$ cat config.mk
export PLATFORM = sky130hd
export DESIGN_NAME = slot_task_pool_unit
export DESIGN_NICKNAME = d
export VERILOG_FILES = /design/src/rtl/spu_pkg.sv /design/src/rtl/spu_ram.sv /design/src/rtl/spu_cell.sv /design/src/rtl/slot_task_pool_unit.sv
export VERILOG_INCLUDE_DIRS = /design/src /design/src/rtl
export SDC_FILE = /design/constraint.sdc
export NUM_CORES = 2
export LEC_CHECK = 0
export ABC_AREA = 1
export BUFFER_PORTS_ARGS = -buffer_cell sky130_fd_sc_hd__clkbuf_2
export CAP_MARGIN = 20
export CELL_PAD_IN_SITES_DETAIL_PLACEMENT = 2
export CELL_PAD_IN_SITES_GLOBAL_PLACEMENT = 2
export CORE_MARGIN = 2
export CORE_UTILIZATION = 40
export DETAILED_ROUTE_END_ITERATION = 6
export PLACE_DENSITY_LB_ADDON = 0.12
export SYNTH_ARGS = -nofsm -noshare
export SYNTH_HDL_FRONTEND = slang
export SYNTH_SLANG_ARGS = --single-unit
$ cat constraint.sdc
create_clock -name clk_i -period 3.8 [get_ports clk_i]
set_clock_uncertainty 0.1 [all_clocks]
set_input_delay 0.38 -clock clk_i [delete_from_list [all_inputs] [get_ports clk_i]]
set_output_delay 0.38 -clock clk_i [all_outputs]
set_load 0.05 [all_outputs]
$ cat src/rtl/slot_task_pool_unit_macros.svh
// assertion macros used by slot_task_pool_unit
`ifndef SLOT_TASK_POOL_UNIT_MACROS_SVH
`define SLOT_TASK_POOL_UNIT_MACROS_SVH

`ifndef NO_ASSERTIONS
// same-cycle implication
`define SPU_ASSERT_NOW(lbl, clk, rst_n, ante, cons, msg) \
  lbl: assert property (@(posedge clk) disable iff (!rst_n) (ante) |-> (cons)) else $error(msg);
// next-cycle implication
`define SPU_ASSERT_NEXT(lbl, clk, rst_n, ante, cons, msg) \
  lbl: assert property (@(posedge clk) disable iff (!rst_n) (ante) |=> (cons)) else $error(msg);
`else
`define SPU_ASSERT_NOW(lbl, clk, rst_n, ante, cons, msg)
`define SPU_ASSERT_NEXT(lbl, clk, rst_n, ante, cons, msg)
`endif

`endif

$ cat src/rtl/spu_pkg.sv
`timescale 1ns / 1ps
package spu_pkg;

  // defaults for the top level parameters
  localparam int unsigned SLOTS_DEF       = 64;
  localparam int unsigned HANDLE_BITS_DEF = 32;

  // widest slot index the chain carries (up to 4096 slots)
  localparam int unsigned IDX_MAX_W = 12;
  localparam int unsigned RND_W     = 16;
  localparam int unsigned OP_W      = 2;

  // operation codes
  localparam logic [OP_W-1:0] OP_INSERT = 2'd0;
  localparam logic [OP_W-1:0] OP_TAKE   = 2'd1;
  localparam logic [OP_W-1:0] OP_CLEAR  = 2'd2;

  // search wave moving along the chain of slot cells
  typedef struct packed {
    logic                 vld;
    logic [IDX_MAX_W-1:0] start;
    logic                 free_fnd;
    logic [IDX_MAX_W-1:0] free_idx;
    logic                 occ_fnd;
    logic [IDX_MAX_W-1:0] occ_idx;
    logic                 last_fnd;
    logic [IDX_MAX_W-1:0] last_idx;
  } wave_t;

  // valid bit update broadcast to every cell
  typedef struct packed {
    logic                 clr_all;
    logic                 set;
    logic                 clr;
    logic [IDX_MAX_W-1:0] idx;
  } upd_t;

endpackage

$ cat src/rtl/spu_ram.sv
`timescale 1ns / 1ps
module spu_ram #(
  parameter int unsigned WIDTH = 32,
  parameter int unsigned DEPTH = 64,
  localparam int unsigned AW = (DEPTH > 1) ? $clog2(DEPTH) : 1
) (
  input  logic             clk_i,
  input  logic             we_i,
  input  logic [AW-1:0]    waddr_i,
  input  logic [WIDTH-1:0] wdata_i,
  input  logic             re_i,
  input  logic [AW-1:0]    raddr_i,
  output logic [WIDTH-1:0] rdata_o
);

  logic [WIDTH-1:0] mem_q [DEPTH];
  logic [WIDTH-1:0] rdata_q;

  // one write port, one registered read port
  always_ff @(posedge clk_i) begin
    if (we_i) begin
      mem_q[waddr_i] <= wdata_i;
    end
    if (re_i) begin
      rdata_q <= mem_q[raddr_i];
    end
  end

  assign rdata_o = rdata_q;

endmodule

$ cat src/rtl/spu_cell.sv
`timescale 1ns / 1ps
module spu_cell import spu_pkg::*; #(
  parameter int unsigned CELL_IDX = 0
) (
  input  logic  clk_i,
  input  logic  rst_ni,
  input  wave_t wave_i,
  input  upd_t  upd_i,
  output wave_t wave_o,
  output logic  valid_o
);

  localparam logic [IDX_MAX_W-1:0] MY_IDX = IDX_MAX_W'(CELL_IDX);

  logic  valid_q, valid_d;
  wave_t wave_q, wave_d;

  // fold this slot into the passing search wave
  always_comb begin
    wave_d = wave_i;
    if (!wave_i.free_fnd && !valid_q) begin
      wave_d.free_fnd = 1'b1;
      wave_d.free_idx = MY_IDX;
    end
    if (!wave_i.occ_fnd && valid_q && (MY_IDX >= wave_i.start)) begin
      wave_d.occ_fnd = 1'b1;
      wave_d.occ_idx = MY_IDX;
    end
    if (valid_q) begin
      wave_d.last_fnd = 1'b1;
      wave_d.last_idx = MY_IDX;
    end
  end

  // occupancy bit of this slot
  always_comb begin
    valid_d = valid_q;
    if (upd_i.clr_all) begin
      valid_d = 1'b0;
    end else if (upd_i.set && (upd_i.idx == MY_IDX)) begin
      valid_d = 1'b1;
    end else if (upd_i.clr && (upd_i.idx == MY_IDX)) begin
      valid_d = 1'b0;
    end
  end

  always_ff @(posedge clk_i or negedge rst_ni) begin
    if (!rst_ni) begin
      valid_q <= 1'b0;
      wave_q  <= '0;
    end else begin
      valid_q <= valid_d;
      wave_q  <= wave_d;
    end
  end

  assign wave_o  = wave_q;
  assign valid_o = valid_q;

endmodule

$ cat src/rtl/slot_task_pool_unit.sv
// an insert walks the slot chain once, a deterministic or slot-0 take walks it once
//   and then reads the handle, a randomized take walks it twice; clear and no-op skip it
// throughput: one operation at a time; the search wave walks the slot chain
//   one cell per cycle, twice for a randomized take
// reset clears every slot valid bit, the occupancy count, the mode register
//   and the output valid flag at once; handle storage is not cleared
`timescale 1ns / 1ps
`include "slot_task_pool_unit_macros.svh"
module slot_task_pool_unit import spu_pkg::*; #(
  parameter int unsigned SLOTS       = SLOTS_DEF,
  parameter int unsigned HANDLE_BITS = HANDLE_BITS_DEF,
  localparam int unsigned IDX_W = $clog2(SLOTS),
  localparam int unsigned CNT_W = $clog2(SLOTS + 1)
) (
  input  logic                   clk_i,
  input  logic                   rst_ni,
  input  logic                   cfg_we_i,
  input  logic                   cfg_wdata_i,
  input  logic                   in_valid_i,
  output logic                   in_ready_o,
  input  logic [OP_W-1:0]        operation_i,
  input  logic [HANDLE_BITS-1:0] task_handle_i,
  input  logic [RND_W-1:0]       random_value_i,
  output logic                   out_valid_o,
  input  logic                   out_ready_i,
  output logic                   success_o,
  output logic [HANDLE_BITS-1:0] handle_out_o,
  output logic [IDX_W-1:0]       slot_index_o,
  output logic [CNT_W-1:0]       occupancy_o
);

  localparam int unsigned PROD_W = RND_W + IDX_W;

  localparam logic [2:0] ST_IDLE    = 3'd0;
  localparam logic [2:0] ST_SCAN1   = 3'd1;
  localparam logic [2:0] ST_LAUNCH2 = 3'd2;
  localparam logic [2:0] ST_SCAN2   = 3'd3;
  localparam logic [2:0] ST_READ    = 3'd4;
  localparam logic [2:0] ST_RDATA   = 3'd5;
  localparam logic [2:0] ST_DONE    = 3'd6;

  logic [2:0]             state_q, state_d;
  logic                   det_q;
  logic [OP_W-1:0]        op_q, op_d;
  logic [HANDLE_BITS-1:0] handle_q, handle_d;
  logic [RND_W-1:0]       rnd_q, rnd_d;
  logic [CNT_W-1:0]       occ_q, occ_d;
  logic [IDX_W-1:0]       lowest_q, lowest_d;
  logic [IDX_W-1:0]       pick_q, pick_d;
  logic [PROD_W-1:0]      prod_q, prod_d;
  logic                   res_success_q, res_success_d;
  logic [HANDLE_BITS-1:0] res_handle_q, res_handle_d;
  logic [IDX_W-1:0]       res_slot_q, res_slot_d;
  logic                   out_valid_q, out_valid_d;
  logic                   out_success_q;
  logic [HANDLE_BITS-1:0] out_handle_q;
  logic [IDX_W-1:0]       out_slot_q;
  logic [CNT_W-1:0]       out_occ_q;
  logic                   out_load;

  wave_t                  wave [SLOTS+1];
  wave_t                  wave_in;
  wave_t                  wave_out;
  upd_t                   upd;
  logic [SLOTS-1:0]       valid_vec;
  logic                   ram_we;
  logic                   ram_re;
  logic [HANDLE_BITS-1:0] ram_rdata;
  logic                   in_beat;

  assign in_ready_o = (state_q == ST_IDLE);
  assign in_beat    = in_valid_i && in_ready_o;
  assign wave_out   = wave[SLOTS];
  assign out_load   = (state_q == ST_DONE) && (!out_valid_q || out_ready_i);

  // chain of slot cells
  assign wave[0] = wave_in;
  for (genvar g = 0; g < SLOTS; g++) begin : g_cell
    spu_cell #(
      .CELL_IDX(g)
    ) u_cell (
      .clk_i  (clk_i),
      .rst_ni (rst_ni),
      .wave_i (wave[g]),
      .upd_i  (upd),
      .wave_o (wave[g+1]),
      .valid_o(valid_vec[g])
    );
  end

  // handle storage
  spu_ram #(
    .WIDTH(HANDLE_BITS),
    .DEPTH(SLOTS)
  ) u_ram (
    .clk_i  (clk_i),
    .we_i   (ram_we),
    .waddr_i(IDX_W'(wave_out.free_idx)),
    .wdata_i(handle_q),
    .re_i   (ram_re),
    .raddr_i(pick_q),
    .rdata_o(ram_rdata)
  );

  // sequencer
  always_comb begin
    state_d       = state_q;
    op_d          = op_q;
    handle_d      = handle_q;
    rnd_d         = rnd_q;
    occ_d         = occ_q;
    lowest_d      = lowest_q;
    pick_d        = pick_q;
    prod_d        = prod_q;
    res_success_d = res_success_q;
    res_handle_d  = res_handle_q;
    res_slot_d    = res_slot_q;
    wave_in       = '0;
    upd           = '0;
    ram_we        = 1'b0;
    ram_re        = 1'b0;

    case (state_q)
      ST_IDLE: begin
        if (in_beat) begin
          op_d          = operation_i;
          handle_d      = task_handle_i;
          rnd_d         = random_value_i;
          res_success_d = 1'b0;
          res_handle_d  = '0;
          res_slot_d    = '0;
          case (operation_i)
            OP_INSERT, OP_TAKE: begin
              wave_in.vld = 1'b1;
              state_d     = ST_SCAN1;
            end
            OP_CLEAR: begin
              upd.clr_all = 1'b1;
              occ_d       = '0;
              state_d     = ST_DONE;
            end
            default: begin
              state_d = ST_DONE;
            end
          endcase
        end
      end
      ST_SCAN1: begin
        if (wave_out.vld) begin
          if (op_q == OP_INSERT) begin
            state_d = ST_DONE;
            if (wave_out.free_fnd) begin
              upd.set       = 1'b1;
              upd.idx       = wave_out.free_idx;
              ram_we        = 1'b1;
              occ_d         = occ_q + CNT_W'(1);
              res_success_d = 1'b1;
              res_slot_d    = IDX_W'(wave_out.free_idx);
            end
          end else if (!wave_out.occ_fnd) begin
            state_d = ST_DONE;
          end else if (det_q || (wave_out.occ_idx == '0)) begin
            pick_d  = IDX_W'(wave_out.occ_idx);
            state_d = ST_READ;
          end else begin
            // scaled start point below the highest occupied slot
            lowest_d = IDX_W'(wave_out.occ_idx);
            prod_d   = PROD_W'(rnd_q) * PROD_W'(IDX_W'(wave_out.last_idx));
            state_d  = ST_LAUNCH2;
          end
        end
      end
      ST_LAUNCH2: begin
        wave_in.vld   = 1'b1;
        wave_in.start = IDX_MAX_W'(prod_q[RND_W +: IDX_W]);
        state_d       = ST_SCAN2;
      end
      ST_SCAN2: begin
        if (wave_out.vld) begin
          pick_d  = wave_out.occ_fnd ? IDX_W'(wave_out.occ_idx) : lowest_q;
          state_d = ST_READ;
        end
      end
      ST_READ: begin
        ram_re  = 1'b1;
        upd.clr = 1'b1;
        upd.idx = IDX_MAX_W'(pick_q);
        occ_d   = occ_q - CNT_W'(1);
        state_d = ST_RDATA;
      end
      ST_RDATA: begin
        res_success_d = 1'b1;
        res_handle_d  = ram_rdata;
        res_slot_d    = pick_q;
        state_d       = ST_DONE;
      end
      ST_DONE: begin
        if (out_load) begin
          state_d = ST_IDLE;
        end
      end
      default: begin
        state_d = ST_IDLE;
      end
    endcase
  end

  // output beat register
  always_comb begin
    out_valid_d = out_valid_q;
    if (out_load) begin
      out_valid_d = 1'b1;
    end else if (out_ready_i) begin
      out_valid_d = 1'b0;
    end
  end

  always_ff @(posedge clk_i or negedge rst_ni) begin
    if (!rst_ni) begin
      state_q     <= ST_IDLE;
      det_q       <= 1'b0;
      op_q        <= OP_INSERT;
      occ_q       <= '0;
      out_valid_q <= 1'b0;
    end else begin
      state_q     <= state_d;
      op_q        <= op_d;
      occ_q       <= occ_d;
      out_valid_q <= out_valid_d;
      if (cfg_we_i) begin
        det_q <= cfg_wdata_i;
      end
    end
  end

  // payload registers
  always_ff @(posedge clk_i) begin
    handle_q      <= handle_d;
    rnd_q         <= rnd_d;
    lowest_q      <= lowest_d;
    pick_q        <= pick_d;
    prod_q        <= prod_d;
    res_success_q <= res_success_d;
    res_handle_q  <= res_handle_d;
    res_slot_q    <= res_slot_d;
    if (out_load) begin
      out_success_q <= res_success_q;
      out_handle_q  <= res_handle_q;
      out_slot_q    <= res_slot_q;
      out_occ_q     <= occ_q;
    end
  end

  assign out_valid_o  = out_valid_q;
  assign success_o    = out_success_q;
  assign handle_out_o = out_handle_q;
  assign slot_index_o = out_slot_q;
  assign occupancy_o  = out_occ_q;

  // checks
  `SPU_ASSERT_NOW(a_occ_matches_bits, clk_i, rst_ni, 1'b1,
    $countones(valid_vec) == 32'(occ_q), "occupancy count differs from valid bits")
  `SPU_ASSERT_NOW(a_wave_only_in_scan, clk_i, rst_ni, wave_out.vld,
    (state_q == ST_SCAN1) || (state_q == ST_SCAN2), "search wave outside a scan")
  `SPU_ASSERT_NEXT(a_out_drains, clk_i, rst_ni,
    out_valid_q && out_ready_i && !out_load, !out_valid_q, "output beat not released")
  `SPU_ASSERT_NOW(a_read_hits_valid, clk_i, rst_ni, state_q == ST_READ,
    valid_vec[pick_q], "take reads an empty slot")

endmodule

Word level (Yosys, flattened, before mapping):

Memory sizes are Yosys's and may differ from the RTL's. A register that Yosys moved wholly into a read port is not among the register bits.
Index checks and enable logic that the tools add are counted.

* $add $sub $neg: 2
* reductions and logical operators: 594
* order comparisons: 64
* equal/unequal tests: 81
* $mul: 1
* muxes and demuxes: 437
* bitwise logic cells: 2

Operator list (count)
* two-way mux 13 bit: 128
* two-way mux 6 bit: 73
* equality test 12 x 6 -> 1 bit, second input constant: 32
* logical AND 1 bit: 320
* two-way mux 1 bit: 211
* nonzero test 3 bit: 66
* equality test 12 x 5 -> 1 bit, second input constant: 16
* >= comparator 6 bit, first input constant: 32
* logical NOT 1 bit: 190
* equality test 12 x 4 -> 1 bit, second input constant: 8
* >= comparator 5 x 6 -> 1 bit, first input constant: 16
* one-hot mux 32 bit (2 select lines): 1
* equality test 12 x 3 -> 1 bit, second input constant: 4
* >= comparator 4 x 6 -> 1 bit, first input constant: 8
* two-way mux 12 bit: 3
* two-way mux 7 bit: 5
* two-way mux 32 bit: 1
* equality test 12 x 2 -> 1 bit, second input constant: 2
* >= comparator 3 x 6 -> 1 bit, first input constant: 4
* logical NOT 12 bit: 2
* two-way mux 3 bit: 8
* one-hot mux 12 bit (2 select lines): 1
* multiplier 16 x 6 -> 22 bit: 1
* one-hot mux 3 bit (7 select lines): 1
* other kinds (27): 48

* bits in registers: 2729
* bits of input ports: 56
* word-level logic and storage cells: 1709
* output and inout bits: 48
* bits in writable memories: 2048
* memories: 1

Memory list
* u_ram.mem_q: depth 64, width 32, read ports 1, clocked after memory_dff 1, write ports 1, line spu_ram.sv:16 `logic [WIDTH-1:0] mem_q [DEPTH];`

Longest topological paths before layout:

* depth after elaboration: 9
* mapped depth: 20

Least setup slack after synthesis:

Ideal clock, no wire load.

* path kind: register to register
* from: register g_cell[63].u_cell.wave_q, in the netlist g_cell[63].u_cell.wave_o[3]
* to: register prod_q[21] (data pin)
* data required time: 3.448 ns
* setup slack: 0.017 ns
* arrival: 3.431 ns
* cell stages (with the launch flop): 17
* buffers on the path: 2
* cells stage by stage: dfrtp_1 clkbuf_1 clkbuf_1 nand2_1 fa_1 inv_1 fa_1 inv_1 fa_1 inv_1 ha_1 nand2_1 nor3_1 inv_1 o21a_1 nand3_1 nand2_1

* cells in the longest elaborated chain, start to end: 1

RTL lines
* start, declared: line spu_cell.sv:16 `wave_t wave_q, wave_d;`
* start signal, assigned: line spu_cell.sv:53 `wave_q <= wave_d;`
* multiplier 16 x 6 -> 22 bit: line slot_task_pool_unit.sv:168 `prod_d = PROD_W'(rnd_q) * PROD_W'(IDX_W'(wave_out.last_idx));`
* end signal, assigned: line slot_task_pool_unit.sv:242 `prod_q <= prod_d;`
* end, declared: line slot_task_pool_unit.sv:50 `logic [PROD_W-1:0] prod_q, prod_d;`

No other way between the ends.
A chain may end at the register's enable or synchronous reset.

Final worst setup path:

* from: register g_cell[63].u_cell.wave_q, in the netlist g_cell[63].u_cell.wave_o[2]
* to: register prod_q[21] (data pin)

Same word-level chain as after synthesis.

==> results.toml <==
[run_status]
status = "finished, final reports clean"

[placed_design]
dp_hpwl_um = 290000
port-buffer-count = 103
post-place-cells = 16163
dp_slack_ns = -0.381
gp_congestion = 0.808

[clocking]
cts_max_level = 5
clock_latency_ns = 0.96
root_buffer = "clkbuf_16"
clock_path_buffers = 4
cts-buffers-inserted = 411
clk_pin_slew_ns = 0.06
cts.sinks = 3836
cts_tree = "yes"

[sta]
finalHoldViolations = 0
whs_ns = 0.0750
worst_pin_slew_ns = 1.20
layout_min_cycle_time_ns = 3.77
fmax_ghz = 0.265
tns_ns = 0
finalMaxSlewViolations = 0
finalCritPeriodShare = 0.992
relSlewSlack = 0.201
fin_ws_ns = 0.0308
finalSetupViolations = 0
rsz0062_at_grt = "true"

[critical_path]
crit_arrival_ns = 4.36
cpMostUsedCell = "inv_1"
critPathKind = "flip-flop to flip-flop"
slowest_delay_ns = 0.55
worst_setup_path_end_kind = "flip-flop"
crit_chain = "buf_4 -> nand2_1 -> inv_1 -> fa_1 -> fa_1 -> inv_1 -> fa_1 -> inv_1 -> ha_4 -> nand2_2 -> inv_1 -> nand2_2 -> a21oi_2 -> nor2_2 -> o21a_1 -> nand3_1 -> nand2_1"
crit_slowest_cell = "fa_1"
setup.worst_path.start_class = "flip-flop"
cp_max_fo = 6
crit_required_ns = 4.39

[power_and_ir_drop]
power_mw = 85.1
power.density_nw_per_um2 = 511
leakagePower_nw = 68.6
vdd_ir_drop_max_mv = 0.352

[yosys]
synth_cell_types = 57
ys_top_cells_by_area = "edfxtp_1 (47%), dfrtp_1 (28%), nand3_1 (6.7%)"
synth_common_cells = "nand2_1 (2402), edfxtp_1 (2231), nand3_1 (1911)"
synth.cell_area_um2 = 142000
synth.top_cell.area_share = 0.471
synth.largest_area_cell = "edfxtp_1"
avgSynthCellArea_um2 = 12.4
synth-edff-count = 2231
yosys_warnings = 0
synthFlopType = "edfxtp_1"
seq_area_frac_synth = 0.753
async_flop_share = 0.418
yosysMostFrequentCell = "nand2_1"
synth_nets = 11599
netlist_instances = 11454
synth_seq_cells = 3836

[floorplan]
die_w_um = 600
core_area_um2 = 353000
die_height_um = 600
dieArea_um2 = 360000
pin_count = 104
start_util = 0.403
rows = 218

[route]
drt-wirelength-per-cell_um = 28.1
routed_wl_um = 479000
post-route-drc-count = 0
firstDrtPassIters = 5
vias = 91473
first_iter_violations = 7087
viasPerCell = 5.37
antenna_left = 0

[final_layout]
num-nets-final = 12092
final_cells = 17036
n_fill_cell = 34163
layout-drive-gt1-share = 0.155
syn_to_final_growth_pct = 17.1

[job]
maxCapViolCount = 0

[grt]
overflow = 0
grt_pass1_wl_um = 706000
grt_start_max_net_pins = 120
grt_pass1_vias = 103580
antenna_found_initial = 23
grt_util_all_layers = 0.267

[worst_hold_path]
hold_class = "primary input to flip-flop"
## stage by stage
stage / util / instance area [um2]
finish: 0.472 / 167000
CTS: 0.471 / 166000
floorplan: - / 142000
global route: 0.472 / 167000
global placement: 0.429 / 152000
detailed placement: 0.429 / 152000
## final cells by class
class	count	area (um2)	area share
Inverter	892	3380	0.0203
Clock inverter	186	2000	0.0120
Timing Repair Buffer	602	6090	0.0365
Clock buffer	571	11700	0.0702
Tap cell	4730	5920	0.0355
Multi-Input combinational cell	6204	30300	0.182
Sequential cell	3836	107000	0.643
Antenna cell	15	37.5	0.000225
## power by group
part           total, mW  internal [mW]  leakage (nW)  switching [mW]
sequential          43.8           43.8          39.7        0.000269
combinational      0.504          0.121          22.2           0.383
clock               40.8           23.9          6.75            16.9
total               85.1           67.8          68.6            17.3
## path summary, 6_finish.rpt
| check | startpoint | endpoint | slack [ns] | cells past startpoint |
|---|---|---|---|---|
| min | random_value_i[14] | rnd_q[14]$_DFFE_PP_ | 0.08 | 2 |
| max | g_cell[63].u_cell.wave_o[2]$_DFF_PN0_ | prod_q[21]$_DFFE_PP_ | 0.03 | 17 |
| max reg2reg | g_cell[63].u_cell.wave_o[2]$_DFF_PN0_ | prod_q[21]$_DFFE_PP_ | 0.03 | 17 |
| max in group asynchronous | rst_ni | g_cell[28].u_cell.wave_o[0]$_DFF_PN0_ | 2.00 | 3 |
| min in group asynchronous | rst_ni | g_cell[16].u_cell.wave_o[0]$_DFF_PN0_ | 0.35 | 2 |
| min reg2reg | g_cell[60].u_cell.wave_o[39]$_DFF_PN0_ | g_cell[61].u_cell.wave_o[39]$_DFF_PN0_ | 0.24 | 0 |
## sequential cells by signal, indices dropped and copies added, names as in the netlist
name	flops
pick_q	6
success_o	1
res_handle_q	32
op_q	2
handle_q	32
u_ram.mem_q	2048
prod_q	6
state_q	3
occupancy_o	7
out_valid_o	1
u_ram.rdata_o	32
lowest_q	6
handle_out_o	32
res_slot_q	6
rnd_q	16
occ_q	7
det_q	1
g_cell.u_cell.valid_o	64
slot_index_o	6
res_success_q	1
g_cell.u_cell.wave_o	1527
## kinds of logic after synthesis
| family | after synthesis | share of synthesized area |
|---|---|---|
| flops | 3836 | 0.753 |
| fa+ha+maj | 89 | 0.0108 |
| buf+inv | 1414 | 0.0389 |
| simple gates | 5653 | 0.178 |
| xor+xnor | 4 | 0.000246 |
| compound gates | 454 | 0.0181 |
| mux | 4 | 0.000317 |
## placed cells by master (no fill, tap or decap), types with 104 or more instances in the layout
master     instances
inv_1            869
or2_2            587
nand3_1         1910
edfxtp_1        2231
clkbuf_2         104
clkbuf_16        422
dfrtp_1         1601
nand2_1         2396
nor2_1           589
buf_4            281
buf_12           128
o21ai_0          164
## timing repair
item / in CTS / in global routing
hold buffers: 81 / 0
pin swaps: 34 / 11
endpoints found under the hold margin: 234 / 0
resized for setup: 56 / 11
gates cloned: 0 / 0
setup endpoints to repair: 6 / 6
setup buffers: 14 / 2
## worst max-delay path, delay by kind of cell (launching register included)
family,cells,cell delay (ns)
DFF,1,0.50
buffers and inverters,5,0.41
AOI/OAI and AO/OA,2,0.33
and+or+nand+nor,6,0.37
adders and majority gates,4,1.83
## routing by layer
metal | track usage | part of all wire | up-vias
met4 | 0.100 | 0.040 | 6
met3 | 0.0281 | 0.045 | 773
li1 | - | - | 39370
met1 | 0.342 | 0.41 | 49111
met5 | 0 | 0.000071 | -
met2 | 0.470 | 0.51 | 2213
No activity file was read; power rests on OpenSTA's default activity.
